File: config.mk
export PLATFORM = sky130hd
export DESIGN_NAME = c_string_literal_unescaper
export DESIGN_NICKNAME = d
export VERILOG_FILES = /design/src/rtl/cslu_pkg.sv /design/src/rtl/cslu_opq.sv /design/src/rtl/cslu_front.sv /design/src/rtl/cslu_back.sv /design/src/rtl/c_string_literal_unescaper.sv
export SDC_FILE = /design/constraint.sdc
export NUM_CORES = 1
export LEC_CHECK = 0
export ABC_AREA = 1
export BUFFER_PORTS_ARGS = -buffer_cell sky130_fd_sc_hd__buf_4
export CAP_MARGIN = 20
export CORE_MARGIN = 2
export CORE_UTILIZATION = 41
export DETAILED_ROUTE_END_ITERATION = 7
export PLACE_DENSITY_LB_ADDON = 0.25
export SETUP_SLACK_MARGIN = 0.4
export SYNTH_ARGS = -nofsm -noshare
export SYNTH_HDL_FRONTEND = slang
export SYNTH_HIERARCHICAL = 1
export SYNTH_SLANG_ARGS = --single-unit
File: constraint.sdc
create_clock -name i_clk -period 3.4 [get_ports i_clk]
set_clock_uncertainty 0.15 [all_clocks]
set_input_delay 0.17 -clock i_clk [delete_from_list [all_inputs] [get_ports i_clk]]
set_output_delay 0.17 -clock i_clk [all_outputs]
set_load 0.03 [all_outputs]
File: src/rtl/cslu_pkg.sv
// Shared types, constants and helpers of the C string literal unescaper.
// Used by every module of the block; depends on nothing.
package cslu_pkg;

    localparam int HOLD_DEPTH = 16;
    localparam int HOLD_IW    = (HOLD_DEPTH > 1) ? $clog2(HOLD_DEPTH) : 1;
    localparam int HOLD_CW    = $clog2(HOLD_DEPTH + 1);

    localparam int OPQ_DEPTH  = 4;
    localparam int OPQ_AW     = $clog2(OPQ_DEPTH);
    localparam int OPQ_CW     = $clog2(OPQ_DEPTH + 1);

    localparam logic [7:0] CH_SPACE  = 8'h20;
    localparam logic [7:0] CH_CR     = 8'h0D;
    localparam logic [7:0] CH_LF     = 8'h0A;
    localparam logic [7:0] CH_TAB    = 8'h09;
    localparam logic [7:0] CH_QUOTE  = 8'h22;
    localparam logic [7:0] CH_BSLASH = 8'h5C;
    localparam logic [7:0] CH_APOS   = 8'h27;

    localparam logic [1:0] WS_SPACE = 2'd0;
    localparam logic [1:0] WS_CR    = 2'd1;
    localparam logic [1:0] WS_LF    = 2'd2;
    localparam logic [1:0] WS_TAB   = 2'd3;

    localparam logic [1:0] KIND_BYTE = 2'd0;
    localparam logic [1:0] KIND_OK   = 2'd1;
    localparam logic [1:0] KIND_BAD  = 2'd2;

    // One word of the queue between the front and the back.
    typedef struct packed {
        logic       is_end;
        logic       end_ok;
        logic       grp_last;
        logic [7:0] ch;
    } t_op;

    typedef struct packed {
        logic       ok;
        logic [3:0] val;
    } t_digit;

    function automatic logic [7:0] ws_char(input logic [1:0] code);
        logic [7:0] c;
        unique case (code)
            WS_SPACE: c = CH_SPACE;
            WS_CR:    c = CH_CR;
            WS_LF:    c = CH_LF;
            default:  c = CH_TAB;
        endcase
        return c;
    endfunction

    function automatic t_digit digit_val(input logic [7:0] ch, input logic hex);
        t_digit d;
        d.ok  = 1'b0;
        d.val = 4'd0;
        if (ch >= 8'h30 && ch <= 8'h39) begin
            d.val = ch[3:0];
            d.ok  = hex || (ch <= 8'h37);
        end else if (hex && ch >= 8'h61 && ch <= 8'h66) begin
            d.ok  = 1'b1;
            d.val = 4'(ch - 8'h57);
        end else if (hex && ch >= 8'h41 && ch <= 8'h46) begin
            d.ok  = 1'b1;
            d.val = 4'(ch - 8'h37);
        end
        return d;
    endfunction

endpackage

File: src/rtl/cslu_opq.sv
// Small word queue between the front and the back of the unescaper.
// Depends on cslu_pkg for the word type and the queue depth.
module cslu_opq (
    input  logic          i_clk,
    input  logic          i_rst_n,
    input  logic          i_push,
    input  cslu_pkg::t_op i_data,
    output logic          o_full,
    input  logic          i_pop,
    output cslu_pkg::t_op o_data,
    output logic          o_empty
);
    import cslu_pkg::*;

    t_op               r_mem [OPQ_DEPTH];
    logic [OPQ_AW-1:0] r_wp;
    logic [OPQ_AW-1:0] r_rp;
    logic [OPQ_CW-1:0] r_cnt;
    logic              do_push;
    logic              do_pop;

    assign o_full  = (r_cnt == OPQ_CW'(OPQ_DEPTH));
    assign o_empty = (r_cnt == '0);
    assign o_data  = r_mem[r_rp];
    assign do_push = i_push && !o_full;
    assign do_pop  = i_pop && !o_empty;

    always_ff @(posedge i_clk) begin
        if (do_push) begin
            r_mem[r_wp] <= i_data;
        end
    end

    always_ff @(posedge i_clk) begin
        if (!i_rst_n) begin
            r_wp  <= '0;
            r_rp  <= '0;
            r_cnt <= '0;
        end else begin
            if (do_push) begin
                r_wp <= (r_wp == OPQ_AW'(OPQ_DEPTH - 1)) ? '0 : r_wp + OPQ_AW'(1);
            end
            if (do_pop) begin
                r_rp <= (r_rp == OPQ_AW'(OPQ_DEPTH - 1)) ? '0 : r_rp + OPQ_AW'(1);
            end
            if (do_push && !do_pop) begin
                r_cnt <= r_cnt + OPQ_CW'(1);
            end else if (do_pop && !do_push) begin
                r_cnt <= r_cnt - OPQ_CW'(1);
            end
        end
    end

endmodule

File: src/rtl/cslu_front.sv
// Front of the unescaper: takes input bytes, tracks the literal framing and the
// held closing quote with its trailing whitespace, and issues queue words.
// Depends on cslu_pkg.
module cslu_front (
    input  logic          i_clk,
    input  logic          i_rst_n,
    input  logic          i_valid,
    output logic          o_ready,
    input  logic [7:0]    i_char_in,
    input  logic          i_text_end,
    output logic          o_op_push,
    output cslu_pkg::t_op o_op,
    input  logic          i_op_full
);
    import cslu_pkg::*;

    typedef enum logic [2:0] {
        PH_SKIP = 3'b001,
        PH_BODY = 3'b010,
        PH_FAIL = 3'b100
    } t_phase;

    t_phase             r_phase, n_phase;
    logic               r_qh, n_qh;
    logic [HOLD_CW-1:0] r_hcnt, n_hcnt;
    logic [1:0]         r_hold [HOLD_DEPTH];

    // Words still to issue for the last accepted byte.
    logic               r_pq, n_pq;
    logic [HOLD_CW-1:0] r_idx, n_idx;
    logic [HOLD_CW-1:0] r_rcnt, n_rcnt;
    logic               r_tail, n_tail;
    logic [7:0]         r_tch, n_tch;
    logic               r_pe, n_pe;
    logic               r_eok, n_eok;

    logic       is_ws;
    logic [1:0] wcode;
    logic       is_q;
    logic       hold_left;
    logic       busy;
    logic       cur_last;
    logic [7:0] cur_ch;
    logic       accept;
    logic       hold_wr;

    always_comb begin
        is_ws = 1'b1;
        wcode = WS_SPACE;
        unique case (i_char_in)
            CH_SPACE: wcode = WS_SPACE;
            CH_CR:    wcode = WS_CR;
            CH_LF:    wcode = WS_LF;
            CH_TAB:   wcode = WS_TAB;
            default:  is_ws = 1'b0;
        endcase
    end
    assign is_q = (i_char_in == CH_QUOTE);

    assign hold_left = (r_idx != r_rcnt);
    assign busy      = r_pq || hold_left || r_tail || r_pe;

    // Replay order: the held quote, the held whitespace, the new byte, the end.
    always_comb begin
        priority if (r_pq) begin
            cur_ch   = CH_QUOTE;
            cur_last = !hold_left && !r_tail && !r_pe;
        end else if (hold_left) begin
            cur_ch   = ws_char(r_hold[r_idx[HOLD_IW-1:0]]);
            cur_last = ((r_idx + HOLD_CW'(1)) == r_rcnt) && !r_tail && !r_pe;
        end else if (r_tail) begin
            cur_ch   = r_tch;
            cur_last = !r_pe;
        end else begin
            cur_ch   = 8'd0;
            cur_last = 1'b1;
        end
    end

    assign o_op_push   = busy && !i_op_full;
    assign o_op.is_end = !(r_pq || hold_left || r_tail);
    assign o_op.end_ok = r_eok;
    assign o_op.grp_last = cur_last;
    assign o_op.ch     = cur_ch;

    assign o_ready = !busy || (o_op_push && cur_last);
    assign accept  = i_valid && o_ready;

    always_comb begin
        n_phase = r_phase;
        n_qh    = r_qh;
        n_hcnt  = r_hcnt;
        n_pq    = r_pq;
        n_idx   = r_idx;
        n_rcnt  = r_rcnt;
        n_tail  = r_tail;
        n_tch   = r_tch;
        n_pe    = r_pe;
        n_eok   = r_eok;
        hold_wr = 1'b0;

        if (o_op_push) begin
            priority if (r_pq) begin
                n_pq = 1'b0;
            end else if (hold_left) begin
                n_idx = r_idx + HOLD_CW'(1);
            end else if (r_tail) begin
                n_tail = 1'b0;
            end else begin
                n_pe = 1'b0;
            end
        end

        if (accept) begin
            n_pq   = 1'b0;
            n_idx  = '0;
            n_rcnt = '0;
            n_tail = 1'b0;
            n_pe   = i_text_end;
            unique case (r_phase)
                PH_SKIP: begin
                    if (!is_ws) begin
                        n_phase = is_q ? PH_BODY : PH_FAIL;
                    end
                end
                PH_BODY: begin
                    if (r_qh && is_ws) begin
                        if (r_hcnt == HOLD_CW'(HOLD_DEPTH)) begin
                            n_phase = PH_FAIL;
                            n_qh    = 1'b0;
                            n_hcnt  = '0;
                        end else begin
                            hold_wr = 1'b1;
                            n_hcnt  = r_hcnt + HOLD_CW'(1);
                        end
                    end else begin
                        n_pq   = r_qh;
                        n_rcnt = r_qh ? r_hcnt : '0;
                        n_qh   = is_q;
                        n_hcnt = '0;
                        n_tail = !is_q;
                        n_tch  = i_char_in;
                    end
                end
                default: begin
                end
            endcase
            n_eok = (n_phase == PH_BODY) && n_qh;
            if (i_text_end) begin
                n_phase = PH_SKIP;
                n_qh    = 1'b0;
                n_hcnt  = '0;
            end
        end
    end

    always_ff @(posedge i_clk) begin
        if (hold_wr) begin
            r_hold[r_hcnt[HOLD_IW-1:0]] <= wcode;
        end
        r_tch <= n_tch;
        r_eok <= n_eok;
    end

    always_ff @(posedge i_clk) begin
        if (!i_rst_n) begin
            r_phase <= PH_SKIP;
            r_qh    <= 1'b0;
            r_hcnt  <= '0;
            r_pq    <= 1'b0;
            r_idx   <= '0;
            r_rcnt  <= '0;
            r_tail  <= 1'b0;
            r_pe    <= 1'b0;
        end else begin
            r_phase <= n_phase;
            r_qh    <= n_qh;
            r_hcnt  <= n_hcnt;
            r_pq    <= n_pq;
            r_idx   <= n_idx;
            r_rcnt  <= n_rcnt;
            r_tail  <= n_tail;
            r_pe    <= n_pe;
        end
    end

endmodule

File: src/rtl/cslu_back.sv
// Back of the unescaper: decodes escapes and digit runs from queue words and
// drives the result register, marking the last result of each input byte.
// Depends on cslu_pkg.
module cslu_back (
    input  logic          i_clk,
    input  logic          i_rst_n,
    input  logic          i_op_valid,
    input  cslu_pkg::t_op i_op,
    output logic          o_op_pop,
    output logic          o_valid,
    input  logic          i_ready,
    output logic [7:0]    o_byte_out,
    output logic [1:0]    o_kind,
    output logic          o_run_last
);
    import cslu_pkg::*;

    typedef enum logic [2:0] {
        DM_NONE = 3'b001,
        DM_OCT  = 3'b010,
        DM_HEX  = 3'b100
    } t_dmode;

    localparam logic [7:0] CH_LA  = 8'h61;
    localparam logic [7:0] CH_LB  = 8'h62;
    localparam logic [7:0] CH_LF_ = 8'h66;
    localparam logic [7:0] CH_LN  = 8'h6E;
    localparam logic [7:0] CH_LR  = 8'h72;
    localparam logic [7:0] CH_LT  = 8'h74;
    localparam logic [7:0] CH_LX  = 8'h78;
    localparam logic [7:0] CH_D0  = 8'h30;
    localparam logic [7:0] CH_D7  = 8'h37;
    localparam logic [7:0] CH_D9  = 8'h39;

    logic       r_esc, n_esc;
    t_dmode     r_dmode, n_dmode;
    logic [1:0] r_dleft, n_dleft;
    logic [7:0] r_code, n_code;
    logic       r_dstop, n_dstop;

    // One decoded result waits here until it is known whether it is the last.
    logic       r_pvalid, n_pvalid;
    logic       r_pflush, n_pflush;
    logic [7:0] r_pbyte, n_pbyte;
    logic [1:0] r_pkind, n_pkind;

    logic       r_ovalid;
    logic [7:0] r_obyte;
    logic [1:0] r_okind;
    logic       r_olast;

    logic       out_free;
    logic       consume;
    logic       res_v;
    logic [7:0] res_byte;
    logic [1:0] res_kind;
    t_digit     dg;
    logic       push;
    logic [7:0] push_byte;
    logic [1:0] push_kind;
    logic       push_last;

    assign out_free = !r_ovalid || i_ready;
    assign consume  = i_op_valid && !r_pflush && out_free;
    assign o_op_pop = consume;

    always_comb begin
        n_esc    = r_esc;
        n_dmode  = r_dmode;
        n_dleft  = r_dleft;
        n_code   = r_code;
        n_dstop  = r_dstop;
        res_v    = 1'b0;
        res_byte = 8'd0;
        res_kind = KIND_BYTE;
        dg       = digit_val(i_op.ch, r_dmode == DM_HEX);

        if (i_op.is_end) begin
            res_v    = 1'b1;
            res_kind = i_op.end_ok ? KIND_OK : KIND_BAD;
            n_esc    = 1'b0;
            n_dmode  = DM_NONE;
            n_dleft  = 2'd0;
            n_code   = 8'd0;
            n_dstop  = 1'b0;
        end else if (r_dmode != DM_NONE) begin
            if (!r_dstop) begin
                if (!dg.ok) begin
                    n_dstop = 1'b1;
                end else if (r_dmode == DM_HEX) begin
                    n_code = {r_code[3:0], dg.val};
                end else begin
                    n_code = {r_code[4:0], dg.val[2:0]};
                end
            end
            n_dleft = r_dleft - 2'd1;
            if (r_dleft == 2'd1) begin
                res_v    = 1'b1;
                res_byte = n_code;
                n_dmode  = DM_NONE;
                n_code   = 8'd0;
                n_dstop  = 1'b0;
            end
        end else if (r_esc) begin
            n_esc = 1'b0;
            unique case (i_op.ch)
                CH_LA:     begin res_v = 1'b1; res_byte = 8'd7;  end
                CH_LB:     begin res_v = 1'b1; res_byte = 8'd8;  end
                CH_LF_:    begin res_v = 1'b1; res_byte = 8'd12; end
                CH_LN:     begin res_v = 1'b1; res_byte = 8'd10; end
                CH_LR:     begin res_v = 1'b1; res_byte = 8'd13; end
                CH_LT:     begin res_v = 1'b1; res_byte = 8'd9;  end
                CH_BSLASH: begin res_v = 1'b1; res_byte = CH_BSLASH; end
                CH_APOS:   begin res_v = 1'b1; res_byte = CH_APOS; end
                CH_QUOTE:  begin res_v = 1'b1; res_byte = CH_QUOTE; end
                CH_LX: begin
                    n_dmode = DM_HEX;
                    n_dleft = 2'd2;
                    n_code  = 8'd0;
                    n_dstop = 1'b0;
                end
                default: begin
                    // A decimal digit opens an octal run; 8 and 9 stop it at once.
                    if (i_op.ch >= CH_D0 && i_op.ch <= CH_D9) begin
                        n_dmode = DM_OCT;
                        n_dleft = 2'd2;
                        if (i_op.ch <= CH_D7) begin
                            n_code  = {5'd0, i_op.ch[2:0]};
                            n_dstop = 1'b0;
                        end else begin
                            n_code  = 8'd0;
                            n_dstop = 1'b1;
                        end
                    end
                end
            endcase
        end else if (i_op.ch == CH_BSLASH) begin
            n_esc = 1'b1;
        end else begin
            res_v    = 1'b1;
            res_byte = i_op.ch;
        end
    end

    always_comb begin
        n_pvalid  = r_pvalid;
        n_pflush  = r_pflush;
        n_pbyte   = r_pbyte;
        n_pkind   = r_pkind;
        push      = 1'b0;
        push_byte = r_pbyte;
        push_kind = r_pkind;
        push_last = 1'b0;

        if (r_pflush) begin
            if (out_free) begin
                push      = 1'b1;
                push_last = 1'b1;
                n_pvalid  = 1'b0;
                n_pflush  = 1'b0;
            end
        end else if (consume) begin
            if (res_v && r_pvalid) begin
                push     = 1'b1;
                n_pbyte  = res_byte;
                n_pkind  = res_kind;
                n_pflush = i_op.grp_last;
            end else if (res_v) begin
                if (i_op.grp_last) begin
                    push      = 1'b1;
                    push_byte = res_byte;
                    push_kind = res_kind;
                    push_last = 1'b1;
                end else begin
                    n_pvalid = 1'b1;
                    n_pbyte  = res_byte;
                    n_pkind  = res_kind;
                end
            end else if (i_op.grp_last && r_pvalid) begin
                push      = 1'b1;
                push_last = 1'b1;
                n_pvalid  = 1'b0;
            end
        end
    end

    always_ff @(posedge i_clk) begin
        r_pbyte <= n_pbyte;
        r_pkind <= n_pkind;
        if (consume) begin
            r_code <= n_code;
        end
        if (push) begin
            r_obyte <= push_byte;
            r_okind <= push_kind;
            r_olast <= push_last;
        end
    end

    always_ff @(posedge i_clk) begin
        if (!i_rst_n) begin
            r_esc    <= 1'b0;
            r_dmode  <= DM_NONE;
            r_dleft  <= 2'd0;
            r_dstop  <= 1'b0;
            r_pvalid <= 1'b0;
            r_pflush <= 1'b0;
            r_ovalid <= 1'b0;
        end else begin
            if (consume) begin
                r_esc   <= n_esc;
                r_dmode <= n_dmode;
                r_dleft <= n_dleft;
                r_dstop <= n_dstop;
            end
            r_pvalid <= n_pvalid;
            r_pflush <= n_pflush;
            if (push) begin
                r_ovalid <= 1'b1;
            end else if (i_ready) begin
                r_ovalid <= 1'b0;
            end
        end
    end

    assign o_valid    = r_ovalid;
    assign o_byte_out = r_obyte;
    assign o_kind     = r_okind;
    assign o_run_last = r_olast;

endmodule

File: src/rtl/c_string_literal_unescaper.sv
// Top level of the C string literal unescaper: front, word queue and back.
// Depends on cslu_pkg, cslu_front, cslu_opq and cslu_back.
//
//   Channel  Direction  Handshake          Word
//   input    in         i_valid / o_ready  i_char_in, i_text_end
//   result   out        o_valid / i_ready  o_byte_out, o_kind, o_run_last
//
// The front issues one queue word per cycle unless the queue is full: a plain byte
// gives one word, one with the end mark two, one that releases a held quote with
// k held whitespace bytes k + 2 (k + 1 if it is a quote itself, plus one with the
// end mark). The back takes a word per cycle unless the result register is held or
// it sends a byte's final result behind another pending one. Reset is synchronous,
// active low. A stall on the result side fills the queue, then holds o_ready low.
module c_string_literal_unescaper (
    input  logic       i_clk,
    input  logic       i_rst_n,
    input  logic       i_valid,
    output logic       o_ready,
    input  logic [7:0] i_char_in,
    input  logic       i_text_end,
    output logic       o_valid,
    input  logic       i_ready,
    output logic [7:0] o_byte_out,
    output logic [1:0] o_kind,
    output logic       o_run_last
);
    import cslu_pkg::*;

    logic q_push;
    logic q_full;
    logic q_pop;
    logic q_empty;
    t_op  q_in;
    t_op  q_out;

    cslu_front u_front (
        .i_clk      (i_clk),
        .i_rst_n    (i_rst_n),
        .i_valid    (i_valid),
        .o_ready    (o_ready),
        .i_char_in  (i_char_in),
        .i_text_end (i_text_end),
        .o_op_push  (q_push),
        .o_op       (q_in),
        .i_op_full  (q_full)
    );

    cslu_opq u_opq (
        .i_clk   (i_clk),
        .i_rst_n (i_rst_n),
        .i_push  (q_push),
        .i_data  (q_in),
        .o_full  (q_full),
        .i_pop   (q_pop),
        .o_data  (q_out),
        .o_empty (q_empty)
    );

    cslu_back u_back (
        .i_clk      (i_clk),
        .i_rst_n    (i_rst_n),
        .i_op_valid (!q_empty),
        .i_op       (q_out),
        .o_op_pop   (q_pop),
        .o_valid    (o_valid),
        .i_ready    (i_ready),
        .o_byte_out (o_byte_out),
        .o_kind     (o_kind),
        .o_run_last (o_run_last)
    );

`ifndef SYNTHESIS
    a_no_out_after_reset: assert property (@(posedge i_clk)
        !i_rst_n |=> !o_valid)
        else $error("result valid right after reset");

    a_kind_legal: assert property (@(posedge i_clk) disable iff (!i_rst_n)
        o_valid |-> (o_kind == KIND_BYTE || o_kind == KIND_OK || o_kind == KIND_BAD))
        else $error("illegal result kind");

    a_end_is_last: assert property (@(posedge i_clk) disable iff (!i_rst_n)
        (o_valid && o_kind != KIND_BYTE) |-> (o_run_last && o_byte_out == 8'd0))
        else $error("end result not marked last or carries a byte");
`endif

endmodule
## Word-level counts from Yosys, hierarchy flattened

Memory sizes are Yosys's and may differ from the RTL's. A register that Yosys moved wholly into a read port is not among the register bits.
Index checks and enable logic that the tools add are counted.

- Word-level logic and storage cells: 299
- Register bits after elaboration: 77
- Memories kept: 2
- Bits of input ports: 13
- Memory bits (writable): 76

Memories:

| memory | depth | width | read ports | clocked after memory_dff | wr ports | RTL line | source |
|---|---|---|---|---|---|---|---|
| u_opq.r_mem | 4 | 11 | 1 | 1 | 1 | cslu_opq.sv:15 | `t_op r_mem [OPQ_DEPTH];` |
| u_front.r_hold | 16 | 2 | 1 | 1 | 1 | cslu_front.sv:26 | `logic [1:0] r_hold [HOLD_DEPTH];` |

- Multiplexer cells: 148
- Order comparisons: 7
- Add/sub/neg operators: 9
- Bitwise logic cells: 4
- Reduce and logical (&&, ||, !) cells: 64
- Equal/unequal tests: 39

Operator list:

| cell | count |
|---|---|
| 8-bit two-way mux | 23 |
| 1-bit two-way mux | 73 |
| 8-bit by 7-bit == test with 1-bit output, second input constant | 8 |
| 7-bit case mux with 9 select lines | 1 |
| 5-bit two-way mux | 10 |
| 3-bit two-way mux | 14 |
| 2-bit two-way mux | 18 |
| 8-bit by 6-bit == test with 1-bit output, second input constant | 4 |
| 8-bit by 4-bit == test with 1-bit output, second input constant | 3 |
| 1-bit logical AND | 22 |
| 6-bit case mux with 3 select lines | 1 |
| 8-bit by 7-bit greater-or-equal comparator with 1-bit output, second input constant | 2 |
| 8-bit by 6-bit <= comparator with 1-bit output, second input constant | 2 |
| 8-bit by 7-bit <= comparator with 1-bit output, second input constant | 2 |
| 8-bit case mux with 2 select lines | 1 |
| 1-bit logical NOT | 12 |
| 2-bit inequality test, second input constant | 6 |
| 3-bit case mux with 2 select lines | 2 |
| 4-bit AND reduction | 3 |
| 2-bit nonzero test | 6 |
| 5-bit by 1-bit adder with 5-bit output, second input constant | 2 |
| 5-bit AND reduction | 2 |
| 3-bit AND reduction | 3 |
| 9-bit OR reduction | 1 |
| other kinds (30) | 50 |

## Depth between registers and ports, before layout

Gate-level depths: netlist (run 1).

- Depth after elaboration: 17
- Gate-level depth with buffers: 21
- Mapped depth without buffers: 21

## Modules after synthesis

Netlist (run 1), hierarchy kept.

Modules (own cells, without submodules):

| module | cells each | area an instance (um^2) | instances |
|---|---|---|---|
| cslu_front | 408 | 3467.1 | 1 |
| cslu_back | 312 | 2558.7 | 1 |
| cslu_opq | 179 | 2153.3 | 1 |
| c_string_literal_unescaper | 1 | 3.8 | 1 |

## Worst setup path after synthesis (run 1)

No wires, ideal clock.

- Kind: register -> register
- From: register (tool-made name)
- To: register u_back.r_pbyte[0], enable pin
- Arrival time: 2.777 ns
- Path buffers: 1
- Path slack: 0.080 ns
- Cell stages (with the launch flop): 13
- Path through: dfxtp_1 -> buf_6 -> o21ai_1 -> o22ai_1 -> inv_1 -> ha_1 -> inv_1 -> nor2_1 -> nand2_1 -> nor2_1 -> a21oi_4 -> nand3_1 -> a211oi_1

RTL lines:

| what | RTL line | source |
|---|---|---|
| end signal: assignment | cslu_back.sv:188 | `r_pbyte <= n_pbyte;` |
| end: declaration | cslu_back.sv:44 | `logic [7:0] r_pbyte, n_pbyte;` |

==> results.toml, run 1 <==
[grt]
grt_pass1_wl_mm = 29.54
antenna_found_initial = 0
overflow = 0
grt_use_total_pct = 17.61
grt_pass1_vias = 5813
grt_max_degree = 24

[run]
drv_cap = 0

[clock_tree]
path_clk_slew_ns = 0.06
h-tree-depth = 4
clock-sinks = 159
cts_tree = "built"
numCtsBuffers = 17
clock_latency_ns = 0.44
root_buffer = "clkbuf_16"
clock_path_buffers = 2

[setup_path]
cp_top_family = "compound AO/OA/AOI/OAI gates"
crit_type = "reg -> reg"
crit_chain = "buf_8 > o21ai_2 > o22ai_2 > buf_4 > ha_1 > nor2_1 > nand2_1 > nand3_2 > inv_2 > nand3_2 > nand2_2 > nor2_4 > buf_4 > o21ai_0 > o21ai_1 > nand2_1 > nand2_1"
worst_ep_arrival_time_ns = 2.83
end_kind = "flip-flop"
cp_num_buf_inv = 4
start_kind = "flip-flop"
slowest_delay_ns = 0.37
cp_max_fo = 14
crit_slowest_cell = "dfxtp_4"
crit_top_cell = "nand2_1"
required_ns = 3.44

[die]
core_um2 = 19530
die_h_um = 145.3
pin_count = 26
die_area_um2 = 21100
start_util_pct = 41.91
die_w_um = 145.3
rows = 51

[cells_and_area]
fin_cells = 1242
drive_gt1_share_pct = 17.81
final_cell_mix = "nand2_1 (185), edfxtp_1 (114), inv_1 (100), nor2_1 (100), buf_4 (48)"
area_growth_pct = 16.56
multiInputGateArea_um2 = 3334
fill_cells = 1841
diodes = 0
seqCellArea_um2 = 4329
final_common_cell = "nand2_1"
num-nets-final = 995

[min_path]
hp-start = "u_back/r_dleft[1]"
hp-class = "reg -> reg"

[route]
vias = 6308
final_antenna_net_count = 0
vias_per_cell = 5.079
drc = 0
drtPass1Iterations = 6
wl_per_cell_um = 14.59
wl_mm = 18.12
dr.first_iter.drc_count = 551

[yosys]
synthesis.nets = 931
ys_warn_count = 6
ys_seq_elements = 159
ys.flop_type = "edfxtp_1"
synth.distinct_cells = 52
synth_seq_area_share_pct = 52.84
synth_edf_count = 114
netlist_area_um2 = 8183
avgSynthCellArea_um2 = 9.092
async_reset_ff_share_pct = 0
synthCells = 900

[timing]
fmax_mhz = 358.1
worstMarginPinSlew_ns = 1.068
drv_slew = 0
period_share_pct = 82.12
hold_viol = 0
setup_tns_ns = 0
hold_slack_ns = 0.3115
setup_viol = 0
slew_headroom_pct = 28.55
setup_slack_ns = 0.6078
rsz0062_at_grt = "true"
final.min_clock_period_ns = 2.792

[placed_design]
placedCellCount = 1193
dpl_worst_slack_ns = 0.3706
io_buffers = 25
hpwlAfterDp_mm = 12.84
place_congestion = 0.8867

[power_and_ir_drop]
peakVddDrop_mv = 0.3878
power.density_nw_per_um2 = 629.3
leakage_nw = 3.672

[run_status]
status = "completed"
[sequential cells by signal, summed over array words and instances, names as in the netlist, 2 cells and up, named ones only]
name,flops
u_back/o_byte_out,8
u_back/o_kind,2
u_back/r_code,8
u_back/r_dleft,2
u_back/r_dmode,3
u_back/r_pbyte,8
u_back/r_pkind,2
u_front/r_hcnt,5
u_front/r_hold,32
u_front/r_idx,5
u_front/r_phase,3
u_front/r_rcnt,5
u_front/r_tch,8
u_opq/r_cnt,3
u_opq/r_mem,44
u_opq/r_rp,2
u_opq/r_wp,2
[logic make-up after synthesis]
kind of cell / share of synthesized area [%]
buf+inv: 7.248
xor+xnor: 0.8563
mux: 0.1223
compound gates: 10.09
flops: 52.84
simple gates: 25.99
fa+ha+maj: 2.844
[metal layers]
metal	vias up	share of wire [%]	GRT usage, %
met5	-	0	0
met4	0	1.7	5.980
li1	3183	-	-
met2	179	46	27.54
met1	2914	48	24.74
met3	32	4.8	3.176
[worst register-to-register path, cell delays in order (launching register included)]
cell and delay, ns:
dfxtp_4 0.37, buf_8 0.14, o21ai_2 0.08, o22ai_2 0.21
buf_4 0.18, ha_1 0.17, nor2_1 0.05, nand2_1 0.06
nand3_2 0.13, inv_2 0.14, nand3_2 0.07, nand2_2 0.10
nor2_4 0.06, buf_4 0.14, o21ai_0 0.21, o21ai_1 0.14
nand2_1 0.09, nand2_1 0.05
[stage by stage]
stage	total power, mW	utilization (%)	instance area (µm²)
finish	6.003	48.85	9538
global route	6.350	48.85	9538
CTS	5.991	48.35	9440
detailed placement	4.166	44.71	8731
global placement	4.161	44.71	8731
floorplan	3.679	-	8195
[Yosys cell counts, types with 15 or more instances]
library cell	instances	area [µm²]
ha_1	17	212.7
nand4_1	21	131.4
inv_1	103	386.6
o21ai_0	44	220.2
o21ai_1	22	110.1
nand2_1	186	698.2
nor2_1	101	379.1
a21oi_1	29	145.1
dfxtp_1	45	900.9
o22ai_1	15	93.84
edfxtp_1	114	3423
nor3_1	26	130.1
nand3_1	39	195.2
nand2_2	21	131.4
[power by group]
part           internal (mW)  switching [mW]
Sequential              2.36           0.110
Combinational          0.592            1.13
Clock                   1.04           0.765
[path summary, 6_finish.rpt]
| path | to | depth (start not counted) | slack (ns) |
|---|---|---|---|
| max | u_back/o_byte_out[5] | 17 | 0.61 |
| min | u_back/r_dleft[1] | 2 | 0.31 |
| max reg2reg | u_back/o_byte_out[5] | 17 | 0.61 |
| min reg2reg | u_back/r_dleft[1] | 2 | 0.31 |
[final cells by class]
type	count	area share, %
flip-flops and latches	159	45.39
multi-input cells	606	34.96
repair buffers	65	5.759
clock buffers	22	4.867
inverters	115	4.604
well taps	265	3.476
clock inverters	10	0.9445
[repair_timing]
action                                 4_1_cts  5_1_grt
gates resized for setup                      0       25
pin swaps                                    1        3
setup buffers                                3        1
gates cloned                                 0        0
endpoints found under the hold margin       24        0
hold buffers                                12        0
setup endpoints to repair                    1       80
Note: power is estimated with default switching activity, not from simulation.
==> run 2, diff against run 1 <==
==> constraint.sdc (replaced) <==
create_clock -name i_clk -period 2.9 [get_ports i_clk]
set_clock_uncertainty 0.15 [all_clocks]
set_input_delay 0.145 -clock i_clk [delete_from_list [all_inputs] [get_ports i_clk]]
set_output_delay 0.145 -clock i_clk [all_outputs]
set_load 0.03 [all_outputs]
==> run 2 against run 1 <==
Effect of this change: register-to-register slack lost 0.52 ns; count of clock-buffer cells in the layout shrank 3; critical path depth grew 1; sequential power grew 19%; design area grew 17%; final cell count grew 6.8%; routed wire length grew 14%; fmax shrank 0.69%; sequential share of layout area shrank 6.5 points; critical path type unchanged.
==> results.toml, run 2 (synthesis gave the netlist of run 1 again) <==
[run_status]
status = "completed"

[cells_and_area]
area_growth_pct = 36.36
final_area_um2 = 11160
final_common_cell = "nand2_1"
drive_gt1_share_pct = 34.56
regMostFlops = "u_opq/r_mem"
largest_reg_flops = 44
diodes = 0
num-nets-final = 1080
fin_cells = 1327
final_cell_mix = "nand2_1 (162), edfxtp_1 (114), buf_4 (100)"

[run]
drv_cap = 0

[setup_path]
rr_worst_depth = 18
cp_num_buf_inv = 4
crit_type = "reg -> reg"
crit_top_cell = "nand2_2"
setup.worst_path.end = "u_back/o_byte_out[2]"
worst_ep_arrival_time_ns = 2.85
slowest_delay_ns = 0.45
end_kind = "flip-flop"
crit_chain = "buf_12 > o21ai_4 > o22ai_4 > buf_6 > ha_4 > nand2_2 > o211ai_1 > nand3_1 > nand2_2 > nand2_2 > nor2_4 > buf_12 > buf_16 > o21ai_2 > nand2_1 > nand2_2 > nand2_1 > nand2_1"
start_kind = "flip-flop"
required_ns = 2.94
cp_top_family = "simple AND/OR/NAND/NOR gates"
worst-path-stages = 18
cp_max_fo = 5
rrSetupSlack_ns = 0.09
worstReg2RegEnd = "u_back/o_byte_out[2]"
crit_slowest_cell = "dfxtp_4"

[grt]
grt_pass1_wl_mm = 32.27
grt_pass1_vias = 6509
grt_use_total_pct = 19.13
antenna_found_initial = 0
overflow = 0
grt_max_degree = 24

[route]
vias = 6766
drc = 0
dr.first_iter.drc_count = 379
final_antenna_net_count = 0
wl_mm = 20.66
drtPass1Iterations = 5
vias_per_cell = 5.099
wl_per_cell_um = 15.57

[die]
die_h_um = 145.3
core_um2 = 19530
die_area_um2 = 21100
die_w_um = 145.3
start_util_pct = 41.91
rows = 51
pin_count = 26

[placed_design]
hpwlAfterDp_mm = 13.06
placedCellCount = 1203
dpl_cell_area_um2 = 9011
place_congestion = 0.8885
dpl_worst_slack_ns = 0.04730
io_buffers = 25

[timing]
rsz0062_at_grt = "true"
final.min_clock_period_ns = 2.812
period_share_pct = 96.95
hold_viol = 0
fmax_mhz = 355.7
worstMarginPinSlew_ns = 0.6870
setup_slack_ns = 0.08849
setup_tns_ns = 0
setup_viol = 0
drv_slew = 0
slew_headroom_pct = 53.85

[power_and_ir_drop]
peakVddDrop_mv = 0.4453
power.density_nw_per_um2 = 712.5
leakage_nw = 4.319
p_total_mw = 7.951

[clock_tree]
clock_path_buffers = 2
h-tree-depth = 4
root_buffer = "clkbuf_16"
numCtsBuffers = 17
clock_latency_ns = 0.43
path_clk_slew_ns = 0.07
cts_tree = "built"
clock-sinks = 159

[min_path]
hp-class = "reg -> reg"
-- run 2: cell types whose count changed in the layout (fill, tap and decap cells not counted), moves of 12 or more --
cell	delta
o21ai_0	-12
buf_4	+52
nor2_1	-14
nor3_1	-17
buf_6	+19
nand2_1	-23
-- run 2: how the worst min path moves through the flow --
| stage | to | slack, ns | from | cells past startpoint |
|---|---|---|---|---|
| after global routing | u_front/r_tch[3] | 0.31 | i_char_in[3] | 2 |
| final | u_back/r_dleft[1] | 0.31 | u_back/r_dleft[1] | 2 |
| after global placement | u_front/r_tch[3] | 0.20 | i_char_in[3] | 1 |
| after CTS | u_front/r_tail | 0.30 | i_char_in[6] | 7 |
| after floorplan | u_back/o_valid | 0.09 | i_rst_n | 2 |
| after detailed placement | u_front/r_tch[3] | 0.20 | i_char_in[3] | 1 |
-- run 2: what timing repair did --
action                     in CTS  in global routing
hold buffers                   12                  0
hold endpoints to repair       36                  0
setup buffers                  43                 30
gates resized for setup       105                 92
setup endpoints to repair     140                121
pin swaps                      39                 42
cloned                          5                  2
-- run 2: metrics by stage --
step                util [%]  hold slack [ns]
detailed placement     46.15           0.2014
CTS                    54.21           0.2965
global route           57.14           0.3101
finish                 57.14           0.3061
floorplan                  -          0.09263
global placement       46.15           0.2011
-- run 2: final cells by class --
| type | count | area (µm²) |
|---|---|---|
| clock inverters | 13 | 132.6 |
| inverters | 115 | 456.7 |
| clock buffers | 19 | 432.9 |
| well taps | 265 | 331.6 |
| multi-input cells | 607 | 4031 |
| repair buffers | 149 | 1429 |
| flip-flops and latches | 159 | 4344 |
| fillers | 1689 | 8368 |
-- run 2: power by group --
| group | switching (mW) | internal [mW] | total (mW) | leakage [nW] |
|---|---|---|---|---|
| registers | 0.161 | 2.77 | 2.93 | 1.34 |
| logic | 1.68 | 1.19 | 2.87 | 2.71 |
| clock network | 0.952 | 1.20 | 2.15 | 0.263 |
-- run 2: worst min-delay path, stage by stage, from the launching register on --
cell and delay, ns:
dfxtp_1 0.30, inv_1 0.06, a21oi_1 0.06
-- run 2: routing by layer --
metal  vias to the layer above  track usage [%]  routed length, µm
met5                         -                0                  0
met4                         0            6.765                562
met2                       142            34.81              10990
li1                       3353                -                  -
met1                      3223            22.37               8390
met3                        48            3.742                715
